[src/rtl/fdws_pkg.sv]
`timescale 1ns / 1ps
// Shared types and constants for the fractional delay window statistics block.
// No dependencies.
package fdws_pkg;

    localparam int SAMPLE_W = 16;
    localparam int FRAC_W   = 16;
    localparam int WHOLE_W  = 5;
    localparam int SUM_W    = 21;
    localparam int QUOT_W   = 16;
    localparam int CFG_IDX_W  = 2;
    localparam int CFG_DATA_W = 16;

    localparam logic [CFG_IDX_W-1:0] CFG_DELAY_WHOLE = 2'd0;
    localparam logic [CFG_IDX_W-1:0] CFG_DELAY_FRAC  = 2'd1;

    localparam logic [WHOLE_W-1:0] WHOLE_RESET = 5'd1;

    typedef enum logic [2:0] {
        ST_IDLE,
        ST_WALK,
        ST_MUL,
        ST_DIV,
        ST_HOLD
    } t_state;

endpackage

[src/rtl/fdws_if.sv]
`timescale 1ns / 1ps
// Valid/ready channel interfaces: sample input, result output, register writes.
// Depends on fdws_pkg.
interface fdws_in_if;
    logic                                valid;
    logic                                ready;
    logic signed [fdws_pkg::SAMPLE_W-1:0] sample;
    modport source (output valid, output sample, input ready);
    modport sink   (input valid, input sample, output ready);
endinterface

interface fdws_out_if;
    logic                                valid;
    logic                                ready;
    logic signed [fdws_pkg::SAMPLE_W-1:0] delayed_value;
    logic signed [fdws_pkg::SAMPLE_W-1:0] window_min;
    logic signed [fdws_pkg::SAMPLE_W-1:0] window_max;
    logic signed [fdws_pkg::SUM_W-1:0]    window_sum;
    logic signed [fdws_pkg::SAMPLE_W-1:0] window_mean;
    modport source (output valid, output delayed_value, output window_min,
                    output window_max, output window_sum, output window_mean,
                    input ready);
    modport sink   (input valid, input delayed_value, input window_min,
                    input window_max, input window_sum, input window_mean,
                    output ready);
endinterface

interface fdws_cfg_if;
    logic                                valid;
    logic                                ready;
    logic [fdws_pkg::CFG_IDX_W-1:0]      index;
    logic [fdws_pkg::CFG_DATA_W-1:0]     data;
    modport source (output valid, output index, output data, input ready);
    modport sink   (input valid, input index, input data, output ready);
endinterface

[src/rtl/fdws_div.sv]
`timescale 1ns / 1ps
// Floored division by the constant DEPTH+1 through a reciprocal multiply.
// Depends on fdws_pkg.
module fdws_div #(
    parameter int DEPTH = 16,
    localparam int SW = fdws_pkg::SAMPLE_W + $clog2(DEPTH + 1)
) (
    input  logic                                 i_clk,
    input  logic                                 i_rst_n,
    input  logic                                 i_start,
    input  logic signed [SW-1:0]                 i_num,
    output logic                                 o_done,
    output logic signed [fdws_pkg::QUOT_W-1:0]   o_quot
);
    import fdws_pkg::*;

    localparam int NW = SW + 1;
    localparam int LW = $clog2(DEPTH + 1);
    localparam int RW = NW + 1;
    localparam int MW = NW + RW;
    localparam logic [RW-1:0] RECIP =
        RW'(((64'd1 << (NW + LW)) + 64'(DEPTH)) / 64'(DEPTH + 1));

    logic              r_busy;
    logic              r_done;
    logic              r_neg;
    logic [NW-1:0]     r_num;
    logic [MW-1:0]     r_prod;

    logic signed [NW-1:0] num_x;
    logic [NW-1:0]     mag;
    logic [QUOT_W:0]   quo;
    logic [QUOT_W:0]   qneg;

    // floor of a negative quotient: negate the quotient of |num| + DEPTH
    assign num_x = NW'(i_num);
    assign mag   = num_x[NW-1] ? (NW'(DEPTH) - num_x) : num_x;
    assign quo   = r_prod[NW + LW +: QUOT_W + 1];
    assign qneg  = -quo;

    always_ff @(posedge i_clk) begin
        if (!i_rst_n) begin
            r_busy <= 1'b0;
            r_done <= 1'b0;
        end else begin
            r_busy <= i_start;
            r_done <= r_busy;
        end
    end

    always_ff @(posedge i_clk) begin
        if (i_start) begin
            r_neg <= num_x[NW-1];
            r_num <= mag;
        end
        if (r_busy) r_prod <= r_num * RECIP;
    end

    assign o_done = r_done;
    assign o_quot = r_neg ? qneg[QUOT_W-1:0] : quo[QUOT_W-1:0];

endmodule

[src/rtl/fractional_delay_window_stats.sv]
`timescale 1ns / 1ps
// Fractional delay line with window statistics: min, max, sum and floored mean.
// Depends on fdws_pkg, fdws_if and fdws_div.
//
// For each accepted sample, the walk reads the delay-line memory through its single
// registered read port while one compare/add unit folds each tap into min, max and
// sum; the ST_MUL state then forms the interpolation product while the divider takes
// the sum, and a reciprocal multiply in the divider forms the mean. Input ready is high
// only while the sequencer idles, so a new sample is not taken until the sequencer is
// done with the last one; a finished result sits in the output register, so the next
// sample is taken while it waits. The delay line is a circular memory with a fill
// count, so reset needs no clearing pass.
module fractional_delay_window_stats #(
    parameter int DEPTH = 16
) (
    input  logic        i_clk,
    input  logic        i_rst_n,
    fdws_in_if.sink     i_in,
    fdws_out_if.source  o_out,
    fdws_cfg_if.sink    i_cfg
);
    import fdws_pkg::*;

    localparam int KW  = $clog2(DEPTH + 2);
    localparam int AW  = (DEPTH > 1) ? $clog2(DEPTH) : 1;
    localparam int SW  = SAMPLE_W + $clog2(DEPTH + 1);
    localparam int SXW = (SW > SUM_W) ? SW : SUM_W;
    localparam int PW  = 2 * (SAMPLE_W + 1);

    t_state r_state, n_state;

    logic [WHOLE_W-1:0]         r_whole;
    logic [FRAC_W-1:0]          r_frac;
    logic [KW-1:0]              r_we;
    logic [FRAC_W-1:0]          r_fe;
    logic signed [SAMPLE_W-1:0] r_cur, r_a, r_b, r_mn, r_mx;
    logic signed [SW-1:0]       r_sum;

    logic signed [SAMPLE_W-1:0] mem [DEPTH];
    logic signed [SAMPLE_W-1:0] r_q;
    logic [AW-1:0]              r_wp, r_raddr;
    logic [KW-1:0]              r_idx, r_fill, r_rd_k;
    logic                       r_rd_vld;
    logic signed [PW-1:0]       r_prod;

    logic                       r_out_valid;
    logic signed [SAMPLE_W-1:0] r_o_dv, r_o_mn, r_o_mx, r_o_mean;
    logic signed [SUM_W-1:0]    r_o_sum;

    logic                       accept, issue, walk_end, out_free, load_out;
    logic                       div_start, div_done;
    logic signed [QUOT_W-1:0]   div_quot;
    logic signed [SAMPLE_W-1:0] tap;
    logic signed [SAMPLE_W:0]   diff;
    logic signed [SAMPLE_W:0]   frac_s;
    logic signed [PW-1:0]       interp;
    logic signed [SXW-1:0]      sum_x;
    logic [AW-1:0]              wp_prev;

    assign accept    = i_in.valid && i_in.ready;
    assign i_in.ready = (r_state == ST_IDLE);
    assign i_cfg.ready = 1'b1;
    assign issue     = (r_state == ST_WALK) && (r_idx <= KW'(DEPTH));
    assign walk_end  = r_rd_vld && (r_rd_k == KW'(DEPTH));
    assign out_free  = !r_out_valid || o_out.ready;
    assign div_start = (r_state == ST_MUL);
    assign tap       = (r_rd_k <= r_fill) ? r_q : '0;
    assign diff      = (SAMPLE_W + 1)'(r_b) - (SAMPLE_W + 1)'(r_a);
    assign frac_s    = signed'({1'b0, r_fe});
    assign interp    = (PW'(r_a) <<< FRAC_W) + r_prod + PW'(32768);
    assign sum_x     = SXW'(r_sum);
    assign wp_prev   = (r_wp == '0) ? AW'(DEPTH - 1) : r_wp - AW'(1);

    fdws_div #(.DEPTH(DEPTH)) u_div (
        .i_clk   (i_clk),
        .i_rst_n (i_rst_n),
        .i_start (div_start),
        .i_num   (r_sum),
        .o_done  (div_done),
        .o_quot  (div_quot)
    );

    always_comb begin
        n_state  = r_state;
        load_out = 1'b0;
        unique case (r_state)
            ST_IDLE: begin
                if (accept) n_state = ST_WALK;
            end
            ST_WALK: begin
                if (walk_end) n_state = ST_MUL;
            end
            ST_MUL: begin
                n_state = ST_DIV;
            end
            ST_DIV: begin
                if (div_done) begin
                    if (out_free) begin
                        load_out = 1'b1;
                        n_state  = ST_IDLE;
                    end else begin
                        n_state  = ST_HOLD;
                    end
                end
            end
            ST_HOLD: begin
                if (out_free) begin
                    load_out = 1'b1;
                    n_state  = ST_IDLE;
                end
            end
            default: n_state = ST_IDLE;
        endcase
    end

    always_ff @(posedge i_clk) begin
        if (!i_rst_n) begin
            r_state     <= ST_IDLE;
            r_whole     <= WHOLE_RESET;
            r_frac      <= '0;
            r_wp        <= '0;
            r_fill      <= '0;
            r_rd_vld    <= 1'b0;
            r_out_valid <= 1'b0;
        end else begin
            r_state  <= n_state;
            r_rd_vld <= issue;
            if (i_cfg.valid) begin
                unique case (i_cfg.index)
                    CFG_DELAY_WHOLE: r_whole <= i_cfg.data[WHOLE_W-1:0];
                    CFG_DELAY_FRAC:  r_frac  <= i_cfg.data[FRAC_W-1:0];
                    default: ;
                endcase
            end
            if (walk_end) begin
                r_wp <= (r_wp == AW'(DEPTH - 1)) ? '0 : r_wp + AW'(1);
                if (r_fill != KW'(DEPTH)) r_fill <= r_fill + KW'(1);
            end
            if (load_out) begin
                r_out_valid <= 1'b1;
            end else if (o_out.ready) begin
                r_out_valid <= 1'b0;
            end
        end
    end

    // delay-line memory: one registered read, one write per sample
    always_ff @(posedge i_clk) begin
        if (issue) r_q <= mem[r_raddr];
        if (walk_end) mem[r_wp] <= r_cur;
    end

    always_ff @(posedge i_clk) begin
        if (accept) begin
            r_cur   <= i_in.sample;
            r_a     <= i_in.sample;
            r_b     <= i_in.sample;
            r_mn    <= i_in.sample;
            r_mx    <= i_in.sample;
            r_sum   <= SW'(i_in.sample);
            r_idx   <= KW'(1);
            r_raddr <= wp_prev;
            if (32'(r_whole) >= DEPTH) begin
                r_we <= KW'(DEPTH);
                r_fe <= '0;
            end else begin
                r_we <= KW'(r_whole);
                r_fe <= r_frac;
            end
        end else begin
            if (issue) begin
                r_idx   <= r_idx + KW'(1);
                r_rd_k  <= r_idx;
                r_raddr <= (r_raddr == '0) ? AW'(DEPTH - 1) : r_raddr - AW'(1);
            end
            if (r_rd_vld) begin
                if (tap < r_mn) r_mn <= tap;
                if (tap > r_mx) r_mx <= tap;
                r_sum <= r_sum + SW'(tap);
                if (r_rd_k == r_we) r_a <= tap;
                if (r_rd_k == r_we + KW'(1)) r_b <= tap;
            end
        end
        if (r_state == ST_MUL) r_prod <= PW'(diff * frac_s);
    end

    always_ff @(posedge i_clk) begin
        if (load_out) begin
            r_o_dv   <= interp[FRAC_W +: SAMPLE_W];
            r_o_mn   <= r_mn;
            r_o_mx   <= r_mx;
            r_o_sum  <= sum_x[SUM_W-1:0];
            r_o_mean <= div_quot;
        end
    end

    assign o_out.valid         = r_out_valid;
    assign o_out.delayed_value = r_o_dv;
    assign o_out.window_min    = r_o_mn;
    assign o_out.window_max    = r_o_mx;
    assign o_out.window_sum    = r_o_sum;
    assign o_out.window_mean   = r_o_mean;

`ifndef SYNTHESIS
    a_fill_bound: assert property (@(posedge i_clk) disable iff (!i_rst_n)
        r_fill <= KW'(DEPTH))
        else $error("fill count above depth");

    a_one_item: assert property (@(posedge i_clk) disable iff (!i_rst_n)
        accept |=> !i_in.ready)
        else $error("second sample taken while one is in flight");

    a_div_state: assert property (@(posedge i_clk) disable iff (!i_rst_n)
        div_done |-> (r_state == ST_DIV))
        else $error("divider finished outside its state");

    a_read_tap: assert property (@(posedge i_clk) disable iff (!i_rst_n)
        r_rd_vld |-> (r_rd_k >= KW'(1)) && (r_rd_k <= KW'(DEPTH)))
        else $error("tap index out of range");

    a_min_max: assert property (@(posedge i_clk) disable iff (!i_rst_n)
        load_out |=> (r_o_mn <= r_o_mx) && (r_o_mean >= r_o_mn) && (r_o_mean <= r_o_mx))
        else $error("window statistics inconsistent");
`endif

endmodule
[src/flat_wrapper.sv]
// flat-port wrapper written by rule: the top's interface ports become plain ports
module fractional_delay_window_stats_flat import fdws_pkg::*;
#(
    parameter int DEPTH = 16
)
  (i_clk, i_rst_n, i_in_valid, i_in_sample, i_in_ready, o_out_valid, o_out_delayed_value, o_out_window_min, o_out_window_max, o_out_window_sum, o_out_window_mean, o_out_ready, i_cfg_valid, i_cfg_index, i_cfg_data, i_cfg_ready);
  fdws_in_if i_in_i ();
  fdws_out_if o_out_i ();
  fdws_cfg_if i_cfg_i ();
  input  logic i_clk;
  input  logic i_rst_n;
  input wire logic [$bits(i_in_i.valid)-1:0] i_in_valid;
  input wire logic [$bits(i_in_i.sample)-1:0] i_in_sample;
  output wire logic [$bits(i_in_i.ready)-1:0] i_in_ready;
  output wire logic [$bits(o_out_i.valid)-1:0] o_out_valid;
  output wire logic [$bits(o_out_i.delayed_value)-1:0] o_out_delayed_value;
  output wire logic [$bits(o_out_i.window_min)-1:0] o_out_window_min;
  output wire logic [$bits(o_out_i.window_max)-1:0] o_out_window_max;
  output wire logic [$bits(o_out_i.window_sum)-1:0] o_out_window_sum;
  output wire logic [$bits(o_out_i.window_mean)-1:0] o_out_window_mean;
  input wire logic [$bits(o_out_i.ready)-1:0] o_out_ready;
  input wire logic [$bits(i_cfg_i.valid)-1:0] i_cfg_valid;
  input wire logic [$bits(i_cfg_i.index)-1:0] i_cfg_index;
  input wire logic [$bits(i_cfg_i.data)-1:0] i_cfg_data;
  output wire logic [$bits(i_cfg_i.ready)-1:0] i_cfg_ready;
  assign i_in_i.valid = i_in_valid;
  assign i_in_i.sample = i_in_sample;
  assign i_in_ready = i_in_i.ready;
  assign o_out_valid = o_out_i.valid;
  assign o_out_delayed_value = o_out_i.delayed_value;
  assign o_out_window_min = o_out_i.window_min;
  assign o_out_window_max = o_out_i.window_max;
  assign o_out_window_sum = o_out_i.window_sum;
  assign o_out_window_mean = o_out_i.window_mean;
  assign o_out_i.ready = o_out_ready;
  assign i_cfg_i.valid = i_cfg_valid;
  assign i_cfg_i.index = i_cfg_index;
  assign i_cfg_i.data = i_cfg_data;
  assign i_cfg_ready = i_cfg_i.ready;
  fractional_delay_window_stats #(.DEPTH(DEPTH)) u_core (.i_clk(i_clk), .i_rst_n(i_rst_n), .i_in(i_in_i), .o_out(o_out_i), .i_cfg(i_cfg_i));
endmodule
[config.mk]
export PLATFORM = sky130hd
export DESIGN_NAME = fractional_delay_window_stats_flat
export DESIGN_NICKNAME = d
export VERILOG_FILES = /design/src/rtl/fdws_pkg.sv /design/src/rtl/fdws_if.sv /design/src/rtl/fdws_div.sv /design/src/rtl/fractional_delay_window_stats.sv /design/src/flat_wrapper.sv
export SDC_FILE = /design/constraint.sdc
export NUM_CORES = 2
export LEC_CHECK = 0
export ABC_AREA = 1
export BUFFER_PORTS_ARGS = -buffer_cell sky130_fd_sc_hd__buf_2
export CORE_ASPECT_RATIO = 1.25
export CORE_MARGIN = 2
export CORE_UTILIZATION = 55
export CTS_CLUSTER_DIAMETER = 30
export DETAILED_ROUTE_END_ITERATION = 16
export PLACE_DENSITY = 0.7
export SLEW_MARGIN = 5
export SYNTH_ARGS = -nofsm -noshare
export SYNTH_HDL_FRONTEND = slang
export SYNTH_SLANG_ARGS = --single-unit
[constraint.sdc]
create_clock -name i_clk -period 8.3 [get_ports i_clk]
set_input_delay 0.83 -clock i_clk [delete_from_list [all_inputs] [get_ports i_clk]]
set_output_delay 0.83 -clock i_clk [all_outputs]
set_load 0.01 [all_outputs]
# Word level (Yosys, flattened, before mapping)
# Memory sizes are Yosys's and may differ from the RTL's. A register that Yosys moved wholly into a read port is not among the register bits.
# Cells that the tools add are included.
[totals]
reg_bits = 356
latch_bits = 0
mem_bits_rw = 256
rom_bits = 0
input_bits = 39
out_inout_bits = 88
elab_cells = 125
mem_count = 1
[mem_list]
columns = ["memory", "words", "width", "rd", "rd_ports_with_merged_regs", "write_ports", "line", "text"]
rows = [
  ["u_core.mem", 16, 16, 1, 1, 1, "fractional_delay_window_stats.sv:39", "logic signed [SAMPLE_W-1:0] mem [DEPTH];"],
]
[op_classes]
n_addsub = 12
mul = 2
n_div = 0
n_lt_le_gt_ge = 5
n_eq_ne = 14
n_shift = 0
n_mux = 35
n_bitwise = 1
n_reduce_logical = 25
[op_table]
columns = ["op", "count"]
rows = [
  ["two-way mux 16 bit", 14],
  ["multiplier 22 x 23 -> 43 bit (second input constant)", 1],
  ["two-way mux 21 bit", 2],
  ["adder 32 x 17 -> 32 bit (second input constant)", 1],
  ["adder 32 bit", 1],
  ["multiplier 17 x 17 -> 32 bit", 1],
  ["subtractor 6 x 21 -> 22 bit (first input constant)", 1],
  ["adder 21 x 16 -> 21 bit", 1],
  ["two-way mux 20 bit", 1],
  ["two-way mux 4 bit", 5],
  ["subtractor 16 x 16 -> 17 bit", 1],
  ["> comparator 16 bit", 1],
  ["< comparator 16 bit", 1],
  ["negator 16 bit", 1],
  ["AND reduction 2 bit", 8],
  ["adder 5 x 1 -> 5 bit (second input constant)", 3],
  ["two-way mux 3 bit", 5],
  ["case mux 3 bit (5 select lines)", 1],
  ["nonzero test 2 bit", 7],
  ["== test 5 bit", 2],
  ["zero test 4 bit", 2],
  ["subtractor 4 x 1 -> 4 bit (second input constant)", 2],
  ["== test 3 x 2 -> 1 bit (second input constant)", 2],
  ["two-way mux 1 bit", 6],
  ["20 further kinds", 24],
]

# Logic depth before layout (Yosys ltp)
[logic_depth]
word_depth = 6
mapped_depth = 37
mapped_depth_nobuf = 37

# Cells and area by module
# A second synthesis with hierarchy kept.
[hier_totals]
cells_unflattened = 4351
area_unflattened_um2 = 43226.5
[modules_own_cells]
columns = ["module", "instances", "cells_per_inst", "area_each_um2", "seq_area_each_um2"]
rows = [
  ["fractional_delay_window_stats", 1, 3190, 33537.2, 15965.3],
  ["fdws_div", 1, 1161, 9689.3, 1211.2],
]

# Worst setup path after synthesis
# No wires, ideal clock.
[synth_timing]
path_type = "flip-flop to flip-flop"
from = "register u_core.r_a[0]"
to = "register u_core.r_prod[25] (data pin)"
setup_ns = 0.259
arrival_ns = 6.692
required_time_ns = 8.041
setup_slack_ns = 1.349
path_stages_with_launch = 33
n_path_buf = 1
synth_period_minus_slack_ns = 6.951
cell_sequence = "edfxtp_1 > ha_1 > fa_1 > o21ai_1 > o21ai_1 > o21ai_2 > a31oi_1 > xnor2_2 > inv_2 > buf_2 > nor2_1 > fa_1 > inv_1 > fa_1 > inv_1 > fa_1 > inv_1 > fa_1 > inv_1 > fa_1 > inv_1 > fa_1 > inv_1 > ha_1 > a21oi_1 > nor2_1 > a211oi_1 > o21ai_0 > a21oi_1 > o21ai_0 > nand3_1 > nand2_1 > xor2_1"
[synth_between]
elab_chain_cells = 2
[synth_lines]
columns = ["item", "line", "text"]
rows = [
  ["from (decl)", "fractional_delay_window_stats.sv:36", "logic signed [SAMPLE_W-1:0] r_cur, r_a, r_b, r_mn, r_mx;"],
  ["from (signal assigned)", "fractional_delay_window_stats.sv:156", "r_a <= i_in.sample;"],
  ["from (signal assigned)", "fractional_delay_window_stats.sv:180", "if (r_rd_k == r_we) r_a <= tap;"],
  ["subtractor 16 x 16 -> 17 bit", "fractional_delay_window_stats.sv:68", "assign diff = (SAMPLE_W + 1)'(r_b) - (SAMPLE_W + 1)'(r_a);"],
  ["multiplier 17 x 17 -> 32 bit", "fractional_delay_window_stats.sv:184", "if (r_state == ST_MUL) r_prod <= PW'(diff * frac_s);"],
  ["to (signal assigned)", "fractional_delay_window_stats.sv:184", ""],
  ["to (decl)", "fractional_delay_window_stats.sv:44", "logic signed [PW-1:0] r_prod;"],
]
# No other way between the ends.
# A chain may end at the register's enable or synchronous reset.

# Worst setup path in the final report
[layout_timing]
from = "register u_core.r_a[0]"
to = "register u_core.r_prod[30] (data pin)"
# Same word-level chain as after synthesis.

==> flow_metrics.py <==
metrics = {
    "die": {
        "core_area_um2": 76100,
        "die_h_um": 314,
        "initial_core_util": 0.556,
        "io_pins": 127,
        "dieArea_um2": 79100,
        "row_count": 113,
        "die_w_um": 252,
    },
    "placement": {
        "hpwl_um": 82900,
        "dp_cells": 5157,
        "gp_congestion": 0.980,
        "io_buffers": 125,
    },
    "clocking": {
        "ctsResizeCount": 0,
        "cts_buffers": 91,
        "clk_latency_ns": 0.65,
        "cts.clk_slew.worst_paths_ns": 0.06,
        "clk_root_buffer_cell": "clkbuf_16",
        "tritoncts": "done",
        "htreeDepth": 3,
        "clock_path_buffers": 3,
        "clock-sinks": 586,
        "cts_setup_buffers": 0,
        "cts_hold_buf": 0,
    },
    "grt": {
        "antenna_found_initial": 2,
        "grt.overflow.total": 0,
        "grt_pass1_vias": 30500,
        "grt_usage": 0.284,
        "grt_pass1_wl_um": 170000,
        "grt_max_degree": 83,
    },
    "detailed_routing": {
        "vias": 29700,
        "drc": 0,
        "top_layer": "met4",
        "postRouteAntennaNets": 0,
        "drt_iter0_markers": 2533,
        "routed_wl_um": 110000,
        "routed-wl-met3_um": 7250,
        "firstDrtPassIters": 5,
        "vias_per_cell": 5.58,
        "drt-wirelength-per-cell_um": 20.6,
        "met1_length_um": 41000,
        "wl_met2_um": 54900,
    },
    "worst_setup_path": {
        "end_kind": "register",
        "cp_num_buf_inv": 3,
        "required_ns": 8.67,
        "rrSetupSlack_ns": 0.37,
        "critical_path_class": "register to register",
        "crit_fanout": 8,
        "rr_startpoint": "u_core.r_a[0]",
        "critical-path-top-delay-family": "adder cells",
        "slowest_delay_ns": 0.60,
        "r2r_cells": 28,
        "cp-start-kind": "register",
        "cp_slowest_cell": "fa_1",
        "startpoint": "u_core.r_a[0]",
        "path_depth": 28,
        "critPathCapture": "u_core.r_prod[30]",
        "reg2reg_to": "u_core.r_prod[30]",
        "crit_top_cell": "fa_1",
        "cp.arrival_ns": 8.30,
    },
    "timing": {
        "min_period_ns": 7.93,
        "clock.fmax_mhz": 126,
        "setup_tns_ns": 0,
        "worst_pin_slew_ns": 0.995,
        "slew_viol_final": 0,
        "rsz0062_at_grt": "false",
        "hold_viol": 0,
        "setup-violations-final": 0,
        "fin_crit_sh": 0.955,
        "skew_ns": 0.0294,
        "maxSlewHeadroom": 0.336,
    },
    "cells_and_area": {
        "finalNonFillerCells": 5324,
        "fillCellCount": 6149,
        "area_delta_synth_final_pct": 11.7,
        "antenna_cells": 0,
        "multi_input_area_um2": 21700,
        "drive_above_1_share": 0.0899,
        "final-seq-area_um2": 17200,
        "final_nets": 5060,
    },
    "logic_synthesis": {
        "yosys_warnings": 0,
        "ys_seq_area_frac": 0.406,
        "synthArstFlopShare": 0,
        "synth_edf_count": 544,
        "synthCells": 4116,
        "ys.flop_type": "edfxtp_1",
        "syn_area_um2": 42300,
        "ys_ff_latch": 586,
        "ys_types": 61,
        "synth_nets": 4903,
        "avgSynthCellArea_um2": 10.3,
    },
    "worst_hold_path": {
        "hp-class": "input pin to register",
    },
    "run": {
        "maxCapViolCount": 0,
    },
    "run_status": {
        "outcome": "complete, no violations",
    },
}
## flip-flops by register name, indices dropped and copies added (netlist names), 17 cells and up
name	flops
u_core.mem	256
u_core.o_out.window_sum	21
u_core.r_prod	17
u_core.r_sum	21
u_core.u_div.r_num	22
## how the worst min path moves through the flow
| stage | end | slack [ns] | start | depth (start not counted) |
|---|---|---|---|---|
| 2_1_floorplan | u_core.o_out.window_max[10] | 0.43 | u_core.r_mx[10] | 0 |
| 3_5_place_dp | u_core.o_out.window_min[15] | 0.44 | u_core.r_mn[15] | 0 |
| 3_3_place_gp | u_core.o_out.window_min[15] | 0.44 | u_core.r_mn[15] | 0 |
| 5_1_grt | u_core.r_cur[10] | 0.40 | i_in_sample[10] | 1 |
| 4_1_cts | u_core.r_cur[10] | 0.37 | i_in_sample[10] | 1 |
| 6_report | u_core.r_cur[10] | 0.40 | i_in_sample[10] | 1 |
## cell families after synthesis
group	after synthesis	share of synthesized area
AND/OR/NAND/NOR	1122	0.108
buffers and inverters	913	0.0817
adder cells (fa/ha/maj)	748	0.291
AO/OA/AOI/OAI	609	0.0836
flip-flops	586	0.406
XOR/XNOR	135	0.0283
other	2	0.000178
multiplexers	1	0.000237
## layer usage
| metal | GRT usage | vias up |
|---|---|---|
| met4 | 0.159 | 0 |
| met5 | 0 | - |
| met1 | 0.342 | 14400 |
| li1 | - | 13800 |
| met2 | 0.495 | 1159 |
| met3 | 0.0378 | 331 |
## worst register-to-register path, delay by kind of cell (launching register included)
family                     cells  cell delay [ns]
AOI/OAI and AO/OA              4             0.61
DFF                            1             0.41
xor gates and xnor gates       3             0.65
adders and majority gates      8             3.63
and+or+nand+nor               10             1.95
buffers and inverters          3             0.41
## final cells by class
class	count	share of cell area
timing repair buffer	166	0.0198
sequential	586	0.364
clock buffer	102	0.0504
multi-input combinational	2617	0.460
clock inverter	65	0.0160
tap	977	0.0259
inverter	811	0.0645
## synthesized netlist by cell type (all sizes together) (42+ instances only)
master | number | area [um2]
xnor2 | 42 | 375
fa | 394 | 7890
o221ai | 53 | 464
nand3 | 93 | 470
nor2 | 465 | 1770
xor2 | 93 | 822
a21oi | 175 | 876
nand2 | 476 | 1820
dfxtp | 42 | 841
inv | 800 | 3000
ha | 354 | 4430
clkbuf | 89 | 334
o21ai | 262 | 1330
edfxtp | 544 | 16300
## layout by cell type, fill, tap and decap left out, types with 11 or more instances in the layout
cell type	n
clkbuf_16	93
xnor2_1	41
inv_6	16
nor2_1	440
nand3_1	92
buf_4	41
o221ai_1	53
xor2_1	92
nand2_1	471
o21ai_0	249
inv_2	11
o211ai_1	21
buf_2	125
or2_2	14
nor2_2	24
edfxtp_1	544
fa_1	394
dfxtp_1	42
o22ai_1	14
nand4_1	15
clkinv_1	13
inv_1	788
a21oi_1	173
a21o_1	14
ha_1	354
clkinv_2	11
o21ai_1	11
nor3_1	35
a31oi_1	22
## through the flow
step / instance area (um2) / hold slack, ns / util / setup slack (ns)
after global placement: 44100 / 0.436 / 0.580 / 0.599
after CTS: 47200 / 0.366 / 0.621 / 0.472
final: 47200 / 0.400 / 0.621 / 0.372
after global routing: 47200 / 0.395 / 0.621 / 0.0792
after floorplan: 42300 / 0.426 / - / 1.35
after detailed placement: 44100 / 0.438 / 0.580 / 0.493
Power is left out: the tool's default activity adds up to more than one toggle a clock period on the data nets, which glitch-free logic cannot reach.
